[src/bsc_pkg.sv]
// Package for the bright spot centroid unit: widths, constants, codes and types.
// Used by every module of the block; it has no dependencies.
package bsc_pkg;

  // Field and state widths
  localparam int unsigned PIX_W   = 8;
  localparam int unsigned POS_W   = 12;
  localparam int unsigned WIDTH_W = 13;
  localparam int unsigned COUNT_W = 25;
  localparam int unsigned SUM_W   = 36;
  localparam int unsigned GRAY_W  = 22;
  localparam int unsigned STEP_W  = $clog2(SUM_W + 1);

  // Largest raster dimension, 2**POS_W
  localparam logic [WIDTH_W-1:0] MAX_DIM = WIDTH_W'(4096);

  // Q14 luma weights and rounding offset
  localparam logic [GRAY_W-1:0] W_BLUE   = GRAY_W'(1868);
  localparam logic [GRAY_W-1:0] W_GREEN  = GRAY_W'(9617);
  localparam logic [GRAY_W-1:0] W_RED    = GRAY_W'(4899);
  localparam logic [GRAY_W-1:0] GRAY_RND = GRAY_W'(8192);
  localparam int unsigned       GRAY_SH  = 14;

  // Configuration register map
  localparam int unsigned CFG_IDX_W = 1;
  localparam int unsigned CFG_DAT_W = WIDTH_W;
  localparam logic [CFG_IDX_W-1:0] REG_FRAME_WIDTH      = 1'b0;
  localparam logic [CFG_IDX_W-1:0] REG_BRIGHT_THRESHOLD = 1'b1;
  localparam logic [WIDTH_W-1:0]   FRAME_WIDTH_RST      = WIDTH_W'(640);
  localparam logic [PIX_W-1:0]     THRESHOLD_RST        = PIX_W'(180);

  // Per-frame totals handed from the front to the divider
  typedef struct packed {
    logic [SUM_W-1:0]   col_sum;
    logic [SUM_W-1:0]   row_sum;
    logic [COUNT_W-1:0] count;
  } frame_sums_t;

  // Queue status seen by the front and the back
  typedef struct packed {
    logic full;
    logic almost_full;
    logic empty;
  } queue_status_t;

  // Back-end sequencer states
  typedef enum logic [1:0] {
    BS_IDLE,
    BS_DIVIDE,
    BS_OUTPUT
  } back_state_e;

endpackage

[src/bsc_front.sv]
// Front end: configuration registers, gray conversion, raster position and moment sums.
// Depends on bsc_pkg; pushes one frame_sums_t per frame into bsc_queue.
module bsc_front (
  input  logic                          clk_i,
  input  logic                          rst_ni,
  input  logic                          cfg_we_i,
  input  logic [bsc_pkg::CFG_IDX_W-1:0] cfg_index_i,
  input  logic [bsc_pkg::CFG_DAT_W-1:0] cfg_data_i,
  input  logic                          in_valid_i,
  output logic                          in_stall_o,
  input  logic [bsc_pkg::PIX_W-1:0]     blue_i,
  input  logic [bsc_pkg::PIX_W-1:0]     green_i,
  input  logic [bsc_pkg::PIX_W-1:0]     red_i,
  input  logic                          first_pixel_i,
  input  logic                          last_pixel_i,
  input  bsc_pkg::queue_status_t        q_status_i,
  output logic                          push_o,
  output bsc_pkg::frame_sums_t          push_data_o
);

  logic [bsc_pkg::WIDTH_W-1:0] frame_width_q;
  logic [bsc_pkg::PIX_W-1:0]   threshold_q;

  logic [bsc_pkg::POS_W-1:0]   col_q, col_d, col_cur;
  logic [bsc_pkg::POS_W-1:0]   row_q, row_d, row_cur;
  logic [bsc_pkg::WIDTH_W-1:0] width_eff;
  logic [bsc_pkg::WIDTH_W-1:0] col_inc, row_inc;

  logic [bsc_pkg::GRAY_W-1:0]  gray_sum;
  logic [bsc_pkg::PIX_W-1:0]   gray;
  logic                        accept;

  logic                        s1_valid_q, s1_bright_q, s1_first_q, s1_last_q;
  logic [bsc_pkg::POS_W-1:0]   s1_col_q, s1_row_q;

  logic [bsc_pkg::COUNT_W-1:0] cnt_q, cnt_d;
  logic [bsc_pkg::SUM_W-1:0]   csum_q, csum_d, rsum_q, rsum_d;

  // Configuration writes
  always_ff @(posedge clk_i or negedge rst_ni) begin
    if (!rst_ni) begin
      frame_width_q <= bsc_pkg::FRAME_WIDTH_RST;
      threshold_q   <= bsc_pkg::THRESHOLD_RST;
    end else if (cfg_we_i) begin
      unique case (cfg_index_i)
        bsc_pkg::REG_FRAME_WIDTH:      frame_width_q <= cfg_data_i;
        bsc_pkg::REG_BRIGHT_THRESHOLD: threshold_q   <= cfg_data_i[bsc_pkg::PIX_W-1:0];
        default: ;
      endcase
    end
  end

  // Hold off pixels while a pending frame result could find the queue full
  assign in_stall_o = q_status_i.full | (q_status_i.almost_full & s1_valid_q & s1_last_q);
  assign accept     = in_valid_i & ~in_stall_o;

  // Gray level, Q14 weights with rounding
  assign gray_sum = bsc_pkg::W_BLUE  * bsc_pkg::GRAY_W'(blue_i)
                  + bsc_pkg::W_GREEN * bsc_pkg::GRAY_W'(green_i)
                  + bsc_pkg::W_RED   * bsc_pkg::GRAY_W'(red_i)
                  + bsc_pkg::GRAY_RND;
  assign gray = gray_sum[bsc_pkg::GRAY_SH +: bsc_pkg::PIX_W];

  // Raster position: zero width acts as one, oversize clamps to the max
  always_comb begin
    if (frame_width_q == '0) begin
      width_eff = bsc_pkg::WIDTH_W'(1);
    end else if (frame_width_q > bsc_pkg::MAX_DIM) begin
      width_eff = bsc_pkg::MAX_DIM;
    end else begin
      width_eff = frame_width_q;
    end
    col_cur = first_pixel_i ? '0 : col_q;
    row_cur = first_pixel_i ? '0 : row_q;
    col_inc = {1'b0, col_cur} + bsc_pkg::WIDTH_W'(1);
    row_inc = {1'b0, row_cur} + bsc_pkg::WIDTH_W'(1);
    if (col_inc >= width_eff) begin
      col_d = '0;
      row_d = (row_inc >= bsc_pkg::MAX_DIM) ? '0 : row_inc[bsc_pkg::POS_W-1:0];
    end else begin
      col_d = col_inc[bsc_pkg::POS_W-1:0];
      row_d = row_cur;
    end
  end

  always_ff @(posedge clk_i or negedge rst_ni) begin
    if (!rst_ni) begin
      col_q <= '0;
      row_q <= '0;
    end else if (accept) begin
      col_q <= col_d;
      row_q <= row_d;
    end
  end

  // Classification stage
  always_ff @(posedge clk_i or negedge rst_ni) begin
    if (!rst_ni) begin
      s1_valid_q <= 1'b0;
    end else begin
      s1_valid_q <= accept;
    end
  end

  always_ff @(posedge clk_i) begin
    if (accept) begin
      s1_bright_q <= (gray > threshold_q);
      s1_first_q  <= first_pixel_i;
      s1_last_q   <= last_pixel_i;
      s1_col_q    <= col_cur;
      s1_row_q    <= row_cur;
    end
  end

  // Moment accumulation; first pixel restarts the sums
  always_comb begin
    cnt_d  = s1_first_q ? '0 : cnt_q;
    csum_d = s1_first_q ? '0 : csum_q;
    rsum_d = s1_first_q ? '0 : rsum_q;
    if (s1_bright_q) begin
      cnt_d  = cnt_d + bsc_pkg::COUNT_W'(1);
      csum_d = csum_d + bsc_pkg::SUM_W'(s1_col_q);
      rsum_d = rsum_d + bsc_pkg::SUM_W'(s1_row_q);
    end
  end

  always_ff @(posedge clk_i or negedge rst_ni) begin
    if (!rst_ni) begin
      cnt_q  <= '0;
      csum_q <= '0;
      rsum_q <= '0;
    end else if (s1_valid_q) begin
      cnt_q  <= cnt_d;
      csum_q <= csum_d;
      rsum_q <= rsum_d;
    end
  end

  // End of frame: hand the totals to the queue
  assign push_o              = s1_valid_q & s1_last_q;
  assign push_data_o.col_sum = csum_d;
  assign push_data_o.row_sum = rsum_d;
  assign push_data_o.count   = cnt_d;

endmodule

[src/bsc_queue.sv]
// Short queue of per-frame totals between the front end and the divider.
// Depends on bsc_pkg for frame_sums_t and queue_status_t.
module bsc_queue #(
  parameter int unsigned DEPTH = 2
) (
  input  logic                   clk_i,
  input  logic                   rst_ni,
  input  logic                   push_i,
  input  bsc_pkg::frame_sums_t   push_data_i,
  input  logic                   pop_i,
  output bsc_pkg::frame_sums_t   pop_data_o,
  output bsc_pkg::queue_status_t status_o
);

  localparam int unsigned PTR_W = $clog2(DEPTH);
  localparam int unsigned CNT_W = $clog2(DEPTH + 1);

  bsc_pkg::frame_sums_t entries_q [DEPTH];
  logic [PTR_W-1:0] wr_ptr_q, rd_ptr_q;
  logic [CNT_W-1:0] fill_q;

  // Entry storage
  always_ff @(posedge clk_i) begin
    if (push_i) begin
      entries_q[wr_ptr_q] <= push_data_i;
    end
  end

  // Pointers and fill level
  always_ff @(posedge clk_i or negedge rst_ni) begin
    if (!rst_ni) begin
      wr_ptr_q <= '0;
      rd_ptr_q <= '0;
      fill_q   <= '0;
    end else begin
      if (push_i) begin
        wr_ptr_q <= (wr_ptr_q == PTR_W'(DEPTH - 1)) ? '0 : wr_ptr_q + PTR_W'(1);
      end
      if (pop_i) begin
        rd_ptr_q <= (rd_ptr_q == PTR_W'(DEPTH - 1)) ? '0 : rd_ptr_q + PTR_W'(1);
      end
      if (push_i && !pop_i) begin
        fill_q <= fill_q + CNT_W'(1);
      end else if (pop_i && !push_i) begin
        fill_q <= fill_q - CNT_W'(1);
      end
    end
  end

  assign pop_data_o           = entries_q[rd_ptr_q];
  assign status_o.full        = (fill_q == CNT_W'(DEPTH));
  assign status_o.almost_full = (fill_q >= CNT_W'(DEPTH - 1));
  assign status_o.empty       = (fill_q == '0);

endmodule

[src/bsc_back.sv]
// Back end: bit-serial divider for both centroid quotients and the result register.
// Depends on bsc_pkg; pops frame totals from bsc_queue.
module bsc_back (
  input  logic                        clk_i,
  input  logic                        rst_ni,
  input  bsc_pkg::queue_status_t      q_status_i,
  input  bsc_pkg::frame_sums_t        pop_data_i,
  output logic                        pop_o,
  output logic                        out_valid_o,
  input  logic                        out_stall_i,
  output logic [bsc_pkg::POS_W-1:0]   centroid_x_o,
  output logic [bsc_pkg::POS_W-1:0]   centroid_y_o,
  output logic                        light_found_o
);

  bsc_pkg::back_state_e state_q, state_d;

  logic [bsc_pkg::SUM_W-1:0]   dvd_x_q, dvd_y_q;
  logic [bsc_pkg::COUNT_W-1:0] rem_x_q, rem_y_q, rem_x_d, rem_y_d;
  logic [bsc_pkg::COUNT_W-1:0] div_q;
  logic [bsc_pkg::POS_W-1:0]   quo_x_q, quo_y_q;
  logic [bsc_pkg::STEP_W-1:0]  step_q;
  logic                        found_q;
  logic [bsc_pkg::COUNT_W:0]   sh_x, sh_y, sub_x, sub_y;
  logic                        ge_x, ge_y;

  // Next state
  always_comb begin
    state_d = state_q;
    unique case (state_q)
      bsc_pkg::BS_IDLE: begin
        if (!q_status_i.empty) begin
          state_d = (pop_data_i.count == '0) ? bsc_pkg::BS_OUTPUT : bsc_pkg::BS_DIVIDE;
        end
      end
      bsc_pkg::BS_DIVIDE: begin
        if (step_q == bsc_pkg::STEP_W'(1)) begin
          state_d = bsc_pkg::BS_OUTPUT;
        end
      end
      bsc_pkg::BS_OUTPUT: begin
        if (!out_stall_i) begin
          state_d = bsc_pkg::BS_IDLE;
        end
      end
      default: state_d = bsc_pkg::BS_IDLE;
    endcase
  end

  // Control outputs
  always_comb begin
    pop_o       = 1'b0;
    out_valid_o = 1'b0;
    unique case (state_q)
      bsc_pkg::BS_IDLE:   pop_o       = ~q_status_i.empty;
      bsc_pkg::BS_DIVIDE: ;
      bsc_pkg::BS_OUTPUT: out_valid_o = 1'b1;
      default: ;
    endcase
  end

  always_ff @(posedge clk_i or negedge rst_ni) begin
    if (!rst_ni) begin
      state_q <= bsc_pkg::BS_IDLE;
    end else begin
      state_q <= state_d;
    end
  end

  // One restoring-division step per cycle, both sums share the divisor
  always_comb begin
    sh_x    = {rem_x_q, dvd_x_q[bsc_pkg::SUM_W-1]};
    sh_y    = {rem_y_q, dvd_y_q[bsc_pkg::SUM_W-1]};
    ge_x    = (sh_x >= {1'b0, div_q});
    ge_y    = (sh_y >= {1'b0, div_q});
    sub_x   = sh_x - {1'b0, div_q};
    sub_y   = sh_y - {1'b0, div_q};
    rem_x_d = ge_x ? sub_x[bsc_pkg::COUNT_W-1:0] : sh_x[bsc_pkg::COUNT_W-1:0];
    rem_y_d = ge_y ? sub_y[bsc_pkg::COUNT_W-1:0] : sh_y[bsc_pkg::COUNT_W-1:0];
  end

  // Datapath; quotients keep only their low bits
  always_ff @(posedge clk_i) begin
    if (pop_o) begin
      dvd_x_q <= pop_data_i.col_sum;
      dvd_y_q <= pop_data_i.row_sum;
      div_q   <= pop_data_i.count;
      rem_x_q <= '0;
      rem_y_q <= '0;
      quo_x_q <= '0;
      quo_y_q <= '0;
      found_q <= (pop_data_i.count != '0);
      step_q  <= bsc_pkg::STEP_W'(bsc_pkg::SUM_W);
    end else if (state_q == bsc_pkg::BS_DIVIDE) begin
      dvd_x_q <= {dvd_x_q[bsc_pkg::SUM_W-2:0], 1'b0};
      dvd_y_q <= {dvd_y_q[bsc_pkg::SUM_W-2:0], 1'b0};
      rem_x_q <= rem_x_d;
      rem_y_q <= rem_y_d;
      quo_x_q <= {quo_x_q[bsc_pkg::POS_W-2:0], ge_x};
      quo_y_q <= {quo_y_q[bsc_pkg::POS_W-2:0], ge_y};
      step_q  <= step_q - bsc_pkg::STEP_W'(1);
    end
  end

  assign centroid_x_o  = quo_x_q;
  assign centroid_y_o  = quo_y_q;
  assign light_found_o = found_q;

endmodule

[src/bright_spot_centroid_unit.sv]
// Top level of the bright spot centroid unit.
// Instantiates bsc_front, bsc_queue and bsc_back; uses bsc_pkg.
//
// Usage
//   Pixels arrive in raster order on the input channel (in_valid_i / in_stall_o),
//   one transaction per pixel: blue, green, red and the first/last frame marks.
//   One result per frame leaves on the output channel (out_valid_o / out_stall_i)
//   after the pixel flagged last_pixel_i.
//   frame_width and bright_threshold are written through cfg_we_i / cfg_index_i /
//   cfg_data_i while the block is idle.
// Timing
//   Pixels are taken one per clock while in_stall_o is low. The front classifies a
//   pixel into a register and adds it to the sums in the next. With the divider
//   free, a frame's totals pass the queue to the one-bit-per-cycle divider, which
//   walks the 36 bits of the sums; a frame with no bright pixel skips the division.
//   QUEUE_DEPTH frame results may wait before the divider; the input stalls when
//   the queue is full, or nearly full with a frame end about to be pushed.
// Reset and stall
//   Reset clears position, sums and queue, returns the divider to idle, and loads
//   width 640 and threshold 180. While out_stall_i is high the result holds
//   steady and further frames collect in the queue.
module bright_spot_centroid_unit #(
  parameter int unsigned QUEUE_DEPTH = 2  // 2 to 16
) (
  input  logic                          clk_i,
  input  logic                          rst_ni,
  input  logic                          cfg_we_i,
  input  logic [bsc_pkg::CFG_IDX_W-1:0] cfg_index_i,
  input  logic [bsc_pkg::CFG_DAT_W-1:0] cfg_data_i,
  input  logic                          in_valid_i,
  output logic                          in_stall_o,
  input  logic [bsc_pkg::PIX_W-1:0]     blue_i,
  input  logic [bsc_pkg::PIX_W-1:0]     green_i,
  input  logic [bsc_pkg::PIX_W-1:0]     red_i,
  input  logic                          first_pixel_i,
  input  logic                          last_pixel_i,
  output logic                          out_valid_o,
  input  logic                          out_stall_i,
  output logic [bsc_pkg::POS_W-1:0]     centroid_x_o,
  output logic [bsc_pkg::POS_W-1:0]     centroid_y_o,
  output logic                          light_found_o
);

  bsc_pkg::queue_status_t q_status;
  bsc_pkg::frame_sums_t   push_data, pop_data;
  logic                   push, pop;

  bsc_front u_front (
    .clk_i         (clk_i),
    .rst_ni        (rst_ni),
    .cfg_we_i      (cfg_we_i),
    .cfg_index_i   (cfg_index_i),
    .cfg_data_i    (cfg_data_i),
    .in_valid_i    (in_valid_i),
    .in_stall_o    (in_stall_o),
    .blue_i        (blue_i),
    .green_i       (green_i),
    .red_i         (red_i),
    .first_pixel_i (first_pixel_i),
    .last_pixel_i  (last_pixel_i),
    .q_status_i    (q_status),
    .push_o        (push),
    .push_data_o   (push_data)
  );

  bsc_queue #(
    .DEPTH (QUEUE_DEPTH)
  ) u_queue (
    .clk_i       (clk_i),
    .rst_ni      (rst_ni),
    .push_i      (push),
    .push_data_i (push_data),
    .pop_i       (pop),
    .pop_data_o  (pop_data),
    .status_o    (q_status)
  );

  bsc_back u_back (
    .clk_i         (clk_i),
    .rst_ni        (rst_ni),
    .q_status_i    (q_status),
    .pop_data_i    (pop_data),
    .pop_o         (pop),
    .out_valid_o   (out_valid_o),
    .out_stall_i   (out_stall_i),
    .centroid_x_o  (centroid_x_o),
    .centroid_y_o  (centroid_y_o),
    .light_found_o (light_found_o)
  );

endmodule

[config.mk]
export PLATFORM = sky130hd
export DESIGN_NAME = bright_spot_centroid_unit
export DESIGN_NICKNAME = d
export VERILOG_FILES = /design/src/bsc_pkg.sv /design/src/bsc_front.sv /design/src/bsc_queue.sv /design/src/bsc_back.sv /design/src/bright_spot_centroid_unit.sv
export SDC_FILE = /design/constraint.sdc
export NUM_CORES = 1
export LEC_CHECK = 0
export ABC_AREA = 1
export BUFFER_PORTS_ARGS = -buffer_cell sky130_fd_sc_hd__buf_2
export CAP_MARGIN = 30
export CELL_PAD_IN_SITES_DETAIL_PLACEMENT = 0
export CELL_PAD_IN_SITES_GLOBAL_PLACEMENT = 1
export CORE_ASPECT_RATIO = 0.5
export CORE_UTILIZATION = 45
export CTS_CLUSTER_DIAMETER = 50
export DETAILED_ROUTE_END_ITERATION = 6
export PLACE_DENSITY_LB_ADDON = 0.3
export RECOVER_POWER = 100
export SYNTH_ARGS = -nofsm -noshare
export SYNTH_HDL_FRONTEND = slang
export SYNTH_SLANG_ARGS = --single-unit
[constraint.sdc]
create_clock -name clk_i -period 6.75 [get_ports clk_i]
set_input_delay 1.35 -clock clk_i [delete_from_list [all_inputs] [get_ports clk_i]]
set_output_delay 1.35 -clock clk_i [all_outputs]
set_load 0.01 [all_outputs]
==> flow_metrics.tcl, run 1 <==
set metrics [dict create \
    grt_use_total_pct 22.1 \
    synth_edf_count 319 \
    wl_um 86500 \
    port_buffers 71 \
    fin_crit_sh_pct 113 \
    wl_per_cell_um 15.6 \
    critical-path-max-stage-delay_ps 550 \
    dieHeight_um 200 \
    cts-buffers-inserted 56 \
    setup_ws_ps -865 \
    critPathKind "in -> reg" \
    synth_top_area_share_pct 27.3 \
    drtIter0Drc 1526 \
    core_area_um2 77300 \
    drtAntennaViolNets 0 \
    grt_pass1_wl_um 142000 \
    arrival_ps 7980 \
    holdBufCountCts 0 \
    netlist.top_cell.by_area "edfxtp_1" \
    syn-num-nets 4710 \
    route.detailed.drc 5 \
    num_vias 27758 \
    startpoint_type "input pin" \
    clk_latency_ps 640 \
    dieArea_um2 79300 \
    finalPower_w 0.0231 \
    num-nets-final 4842 \
    ir_drop_mv 1.10 \
    powerDensity_nw_per_um2 583 \
    yosys_warnings 0 \
    ys_ff_latch 548 \
    cp_max_fo 5 \
    finalHoldViolCount 0 \
    endpoint_kind "flip-flop" \
    syn_inst 4327 \
    worst_path_max_delay_cell "fa_1" \
    p_leak_nw 18.6 \
    hold_path.class "reg -> reg" \
    synthToLayoutAreaGrowth_pct 12.7 \
    dieWidth_um 397 \
    rsz0062_at_grt "true" \
    fillers 7435 \
    ctsHtreeMaxLevel 2 \
    clock_path_buffers 3 \
    cts.sinks 548 \
    row_count 72 \
    root_buffer "clkbuf_16" \
    reg2reg_setup_slack_ps 120 \
    grt_max_degree 100 \
    ys_seq_area_share_pct 42.4 \
    top_level_ports 72 \
    post-place-ws_ps -1830 \
    diodes 0 \
    max_slew.worst_pin.slew_ps 4650 \
    synth_area_leaders "edfxtp_1 27%, nand2_1 13%, dfrtp_1 10%, ha_1 8.8%, inv_1 7.8%" \
    violations "design-rule violations, max-capacitance violations, max-slew violations, negative setup slack" \
    gp_congestion 0.918 \
    synth-main-ff-cell "edfxtp_1" \
    dr.pass1.iters 7 \
    synth-async-reset-ratio_pct 27.2 \
    finalMaxSlewViolations 889 \
    syn_area_per_cell_um2 8.12 \
    drv_cap 18 \
    max_clock_freq_mhz 131 \
    grt_pass1_vias 27268 \
    viasPerCell 5.01 \
    maxSlewHeadroom_pct -210 \
    clkTransAtPathRegs_ps 60 \
    status "complete, but fails checks" \
    layout-drive-gt1-share_pct 8.63 \
    initial_core_util_pct 45.5 \
    cp.required_ps 7120 \
    ff_latch_area_um2 14900 \
    fin_skew_ps 43.7 \
    fin_setup_tns_ps -865 \
    setup_violations 1 \
    ys_types 56 \
    cts_tree "done" \
    timing.hold.ws_ps 457 \
    grt_overflow_total 0 \
    antenna_found_initial 0 \
    dp_hpwl_um 62800 \
    finalCriticalPeriod_ps 7610 \
    multiInputGateArea_um2 17300 \
    syn_area_um2 35200 \
]
## sequential cells by signal, summed over array words and instances, names as in the netlist, 13 cells and up
name,count
u_front.cnt_q,25
u_back.dvd_x_q,36
u_front.csum_q,36
u_back.rem_x_q,25
u_front.rsum_q,36
u_back.div_q,25
u_back.dvd_y_q,36
u_front.frame_width_q,13
u_queue.entries_q,194
u_back.rem_y_q,25
## critical path, delay by kind of cell
family,cells,cell delay (ps)
fa+ha+maj,12,4480
compound gates,5,730
simple gates,6,580
buf+inv,9,530
xor+xnor,2,330
## kinds of logic (layout without fill, tap and decap cells)
group	Yosys count	after routing	synth area share, %
AO/OA/AOI/OAI	436	436	6.92
XOR/XNOR	107	107	2.75
adder cells (fa/ha/maj)	338	338	14.0
buffers and inverters	869	1049	9.47
flip-flops	548	548	42.4
multiplexers	4	4	0.128
AND/OR/NAND/NOR	2025	2025	24.3
## cells in the mapped netlist (all sizes together) (75+ instances only)
cell / instances
inv: 744
nand2: 1184
a31oi: 75
nand3: 241
a21oi: 104
ha: 247
dfxtp: 80
nand4: 94
clkbuf: 81
dfrtp: 143
nor2: 387
xor2: 75
o21ai: 185
fa: 91
edfxtp: 319
## worst paths after layout
check                                        startpoint  cells past startpoint                        to
worst max-delay path                          blue_i[2]                     34       u_front.s1_bright_q
min in group asynchronous                        rst_ni                      2    u_front.threshold_q[1]
max in group asynchronous                        rst_ni                      3        u_front.rsum_q[16]
worst min register to register  u_back.centroid_x_o[11]                      2   u_back.centroid_x_o[11]
worst min-delay path            u_back.centroid_x_o[11]                      2   u_back.centroid_x_o[11]
worst max register to register       u_front.s1_first_q                      9  u_queue.entries_q[0][75]
## area by class of cell
| cell class | count | share of cell area (%) |
|---|---|---|
| clock buffer | 69 | 3.82 |
| timing repair buffer | 197 | 3.29 |
| sequential | 548 | 37.7 |
| clock inverter | 37 | 1.22 |
| tap | 1036 | 3.27 |
| multi-input combinational | 2910 | 43.7 |
| inverter | 746 | 7.08 |
## cell usage in the layout (no fill, tap or decap), types with 80 or more instances in the layout
| cell | n |
|---|---|
| buf_4 | 104 |
| dfxtp_1 | 80 |
| o21ai_0 | 162 |
| inv_1 | 720 |
| a21oi_1 | 90 |
| edfxtp_1 | 319 |
| ha_1 | 230 |
| dfrtp_1 | 143 |
| fa_1 | 90 |
| nor2_1 | 368 |
| nand3_1 | 237 |
| nand2_1 | 1169 |
| nand4_1 | 93 |
## power breakdown
| group | switching [W] | total, W | internal (W) |
|---|---|---|---|
| registers | 0.000366 | 0.00506 | 0.00469 |
| logic | 0.00864 | 0.0147 | 0.00610 |
| clock network | 0.00145 | 0.00331 | 0.00187 |
## repair_timing
action	CTS	global route
setup endpoints to repair	1	1
pin swaps	47	39
endpoints found under the hold margin	0	0
gates resized for setup	47	37
setup buffers	10	3
## through the flow
step / cell area (um^2) / utilization [%] / cells
3_3_place_gp: 37200 / 48.2 / 5418
6_report: 39600 / 51.2 / 5543
5_1_grt: 39600 / 51.2 / 5543
3_5_place_dp: 37300 / 48.2 / 5421
4_1_cts: 39600 / 51.2 / 5537
2_1_floorplan: 35200 / - / 4327
## per-layer routing
metal | share of wire, % | track usage [%]
met2 | 45 | 36.7
met5 | 0 | 0
met3 | 3.4 | 2.77
met4 | 1.7 | 4.62
met1 | 50 | 31.0
Note: power is estimated with default switching activity, not from simulation.
==> inputs of run 2 (changes only) <==
--- a/config.mk
+++ b/config.mk
@@ -8,8 +8,6 @@
 export ABC_AREA = 1
 export BUFFER_PORTS_ARGS = -buffer_cell sky130_fd_sc_hd__buf_2
 export CAP_MARGIN = 30
-export CELL_PAD_IN_SITES_DETAIL_PLACEMENT = 0
-export CELL_PAD_IN_SITES_GLOBAL_PLACEMENT = 1
 export CORE_ASPECT_RATIO = 0.5
 export CORE_UTILIZATION = 45
 export CTS_CLUSTER_DIAMETER = 50
==> flow_metrics.tcl, run 2 (same netlist as run 1, synthesis figures left out) <==
set metrics [dict create \
    status "complete, but fails checks" \
    violations "max-capacitance violations, max-slew violations, negative setup slack" \
    cts-buffers-inserted 54 \
    num_vias 28335 \
    r2r_start "u_front.s1_first_q" \
    layout_commonest_cell "nand2_1" \
    powerDensity_nw_per_um2 562 \
    synthToLayoutAreaGrowth_pct 11.7 \
    fin_crit_sh_pct 114 \
    swShare_pct 45.1 \
    cts_tree "done" \
    hold_path.class "reg -> reg" \
    grt_overflow_total 0 \
    drtAntennaViolNets 0 \
    row_count 72 \
    cp.required_ps 7130 \
    seq_power_share_pct 22.9 \
    drv_cap 17 \
    root_buffer "clkbuf_16" \
    p_leak_nw 18.4 \
    port_buffers 71 \
    reg2reg_setup_slack_ps -10 \
    clkTransAtPathRegs_ps 70 \
    final_util_pct 50.8 \
    setup_ws_ps -927 \
    max_slew.worst_pin.slew_ps 4340 \
    finalPower_w 0.0221 \
    max_clock_freq_mhz 130 \
    dr.pass1.iters 5 \
    critical-path-max-stage-delay_ps 560 \
    power.switching_w 0.00996 \
    dieHeight_um 200 \
    dieArea_um2 79300 \
    holdBufCountCts 0 \
    dp_hpwl_um 61300 \
    whs_path_depth 2 \
    core_area_um2 77300 \
    diodes 0 \
    final_cell_mix "1,168 x nand2_1, 722 x inv_1, 371 x nor2_1, 319 x edfxtp_1, 236 x nand3_1" \
    clkPwrFrac_pct 14.4 \
    finalMaxSlewViolations 866 \
    endpoint_kind "flip-flop" \
    worst_path_max_delay_cell "fa_1" \
    fillers 7426 \
    initial_core_util_pct 45.5 \
    fin_setup_tns_ps -941 \
    cts.sinks 548 \
    wl_per_cell_um 15.4 \
    pwr-share-comb_pct 62.7 \
    post-place-ws_ps -1900 \
    setup_violations 3 \
    rsz0062_at_grt "true" \
    grt_pass1_vias 27421 \
    clock_path_buffers 3 \
    antenna_found_initial 0 \
    viasPerCell 5.12 \
    dieWidth_um 397 \
    route.detailed.drc 0 \
    critPathKind "in -> reg" \
    ir_drop_mv 0.940 \
    grt_pass1_wl_um 139000 \
    cp_max_fo 4 \
    finalHoldViolCount 0 \
    top_level_ports 72 \
    wl_um 85000 \
    r2r_cells 9 \
    largest_register "u_queue.entries_q" \
    grt_max_degree 88 \
    largest_register_ffs 194 \
    startpoint_type "input pin" \
    min_from "u_back.centroid_y_o[11]" \
    clk_latency_ps 630 \
    gp_congestion 0.946 \
    num-nets-final 4831 \
    arrival_ps 8050 \
    layout-drive-gt1-share_pct 8.12 \
    fin_skew_ps 29.0 \
    grt_use_total_pct 21.6 \
    drtIter0Drc 1731 \
    finalCriticalPeriod_ps 7680 \
    maxSlewHeadroom_pct -189 \
    ctsHtreeMaxLevel 2 \
    p_int_w 0.0121 \
    r2r-end "u_queue.entries_q[0][75]" \
    hold_end "u_back.centroid_y_o[11]" \
]
==> run 2: worst max path at each step <==
stage,start,slack [ps],to
after floorplan,blue_i[4],-1160,u_front.s1_bright_q
after global placement,blue_i[6],-1740,u_front.s1_bright_q
after detailed placement,blue_i[6],-1900,u_front.s1_bright_q
after CTS,blue_i[6],-950,u_front.s1_bright_q
after global routing,blue_i[4],-1150,u_front.s1_bright_q
final,blue_i[4],-930,u_front.s1_bright_q
==> run 2: worst max-delay path, delay by kind of cell <==
| kind | cells | cell delay, ps |
|---|---|---|
| adder cells (fa/ha/maj) | 12 | 4460 |
| AND/OR/NAND/NOR | 7 | 770 |
| AO/OA/AOI/OAI | 5 | 680 |
| buffers and inverters | 8 | 450 |
| XOR/XNOR | 2 | 340 |
==> run 2: power groups by stage <==
stage | combinational (W) | sequential [W] | clock, W
global route | 0.0156 | 0.00515 | 0.00338
floorplan | 0.00845 | 0.00499 | 0
CTS | 0.0129 | 0.00504 | 0.00325
finish | 0.0138 | 0.00506 | 0.00318
global placement | 0.0123 | 0.00508 | 0
detailed placement | 0.0124 | 0.00510 | 0
==> run 2: final cells by class <==
type / instances / area [um^2] / share of cell area [%]
clock buffers: 78 / 1550 / 3.95
clock inverters: 24 / 323 / 0.822
inverters: 746 / 2810 / 7.15
multi-input cells: 2910 / 17200 / 43.8
flip-flops and latches: 548 / 14900 / 38.0
well taps: 1036 / 1300 / 3.30
repair buffers: 188 / 1170 / 2.97
==> run 2: per-layer routing <==
metal  up-vias  GRT usage (%)  part of all wire, %  wire, um
li1      14178              -                    -         -
met1     13473           28.8                   47     39700
met2       568           36.8                   47     39500
met3       116           2.91                  4.6      3930
met4         0           5.88                  2.2      1860
met5         -              0                    0         0
==> run 2: what timing repair did <==
action / CTS / global route
buffers inserted: 7 / 2
setup endpoints to repair: 1 / 1
pin swaps: 31 / 40
hold endpoints to repair: 0 / 0
resized for setup: 22 / 48
==> run 2: metrics by stage <==
stage,hold slack (ps),instances,cell area [um^2]
floorplan,439,4327,35200
global placement,441,5415,37200
detailed placement,456,5419,37300
CTS,467,5528,39300
global route,490,5530,39300
finish,468,5530,39300
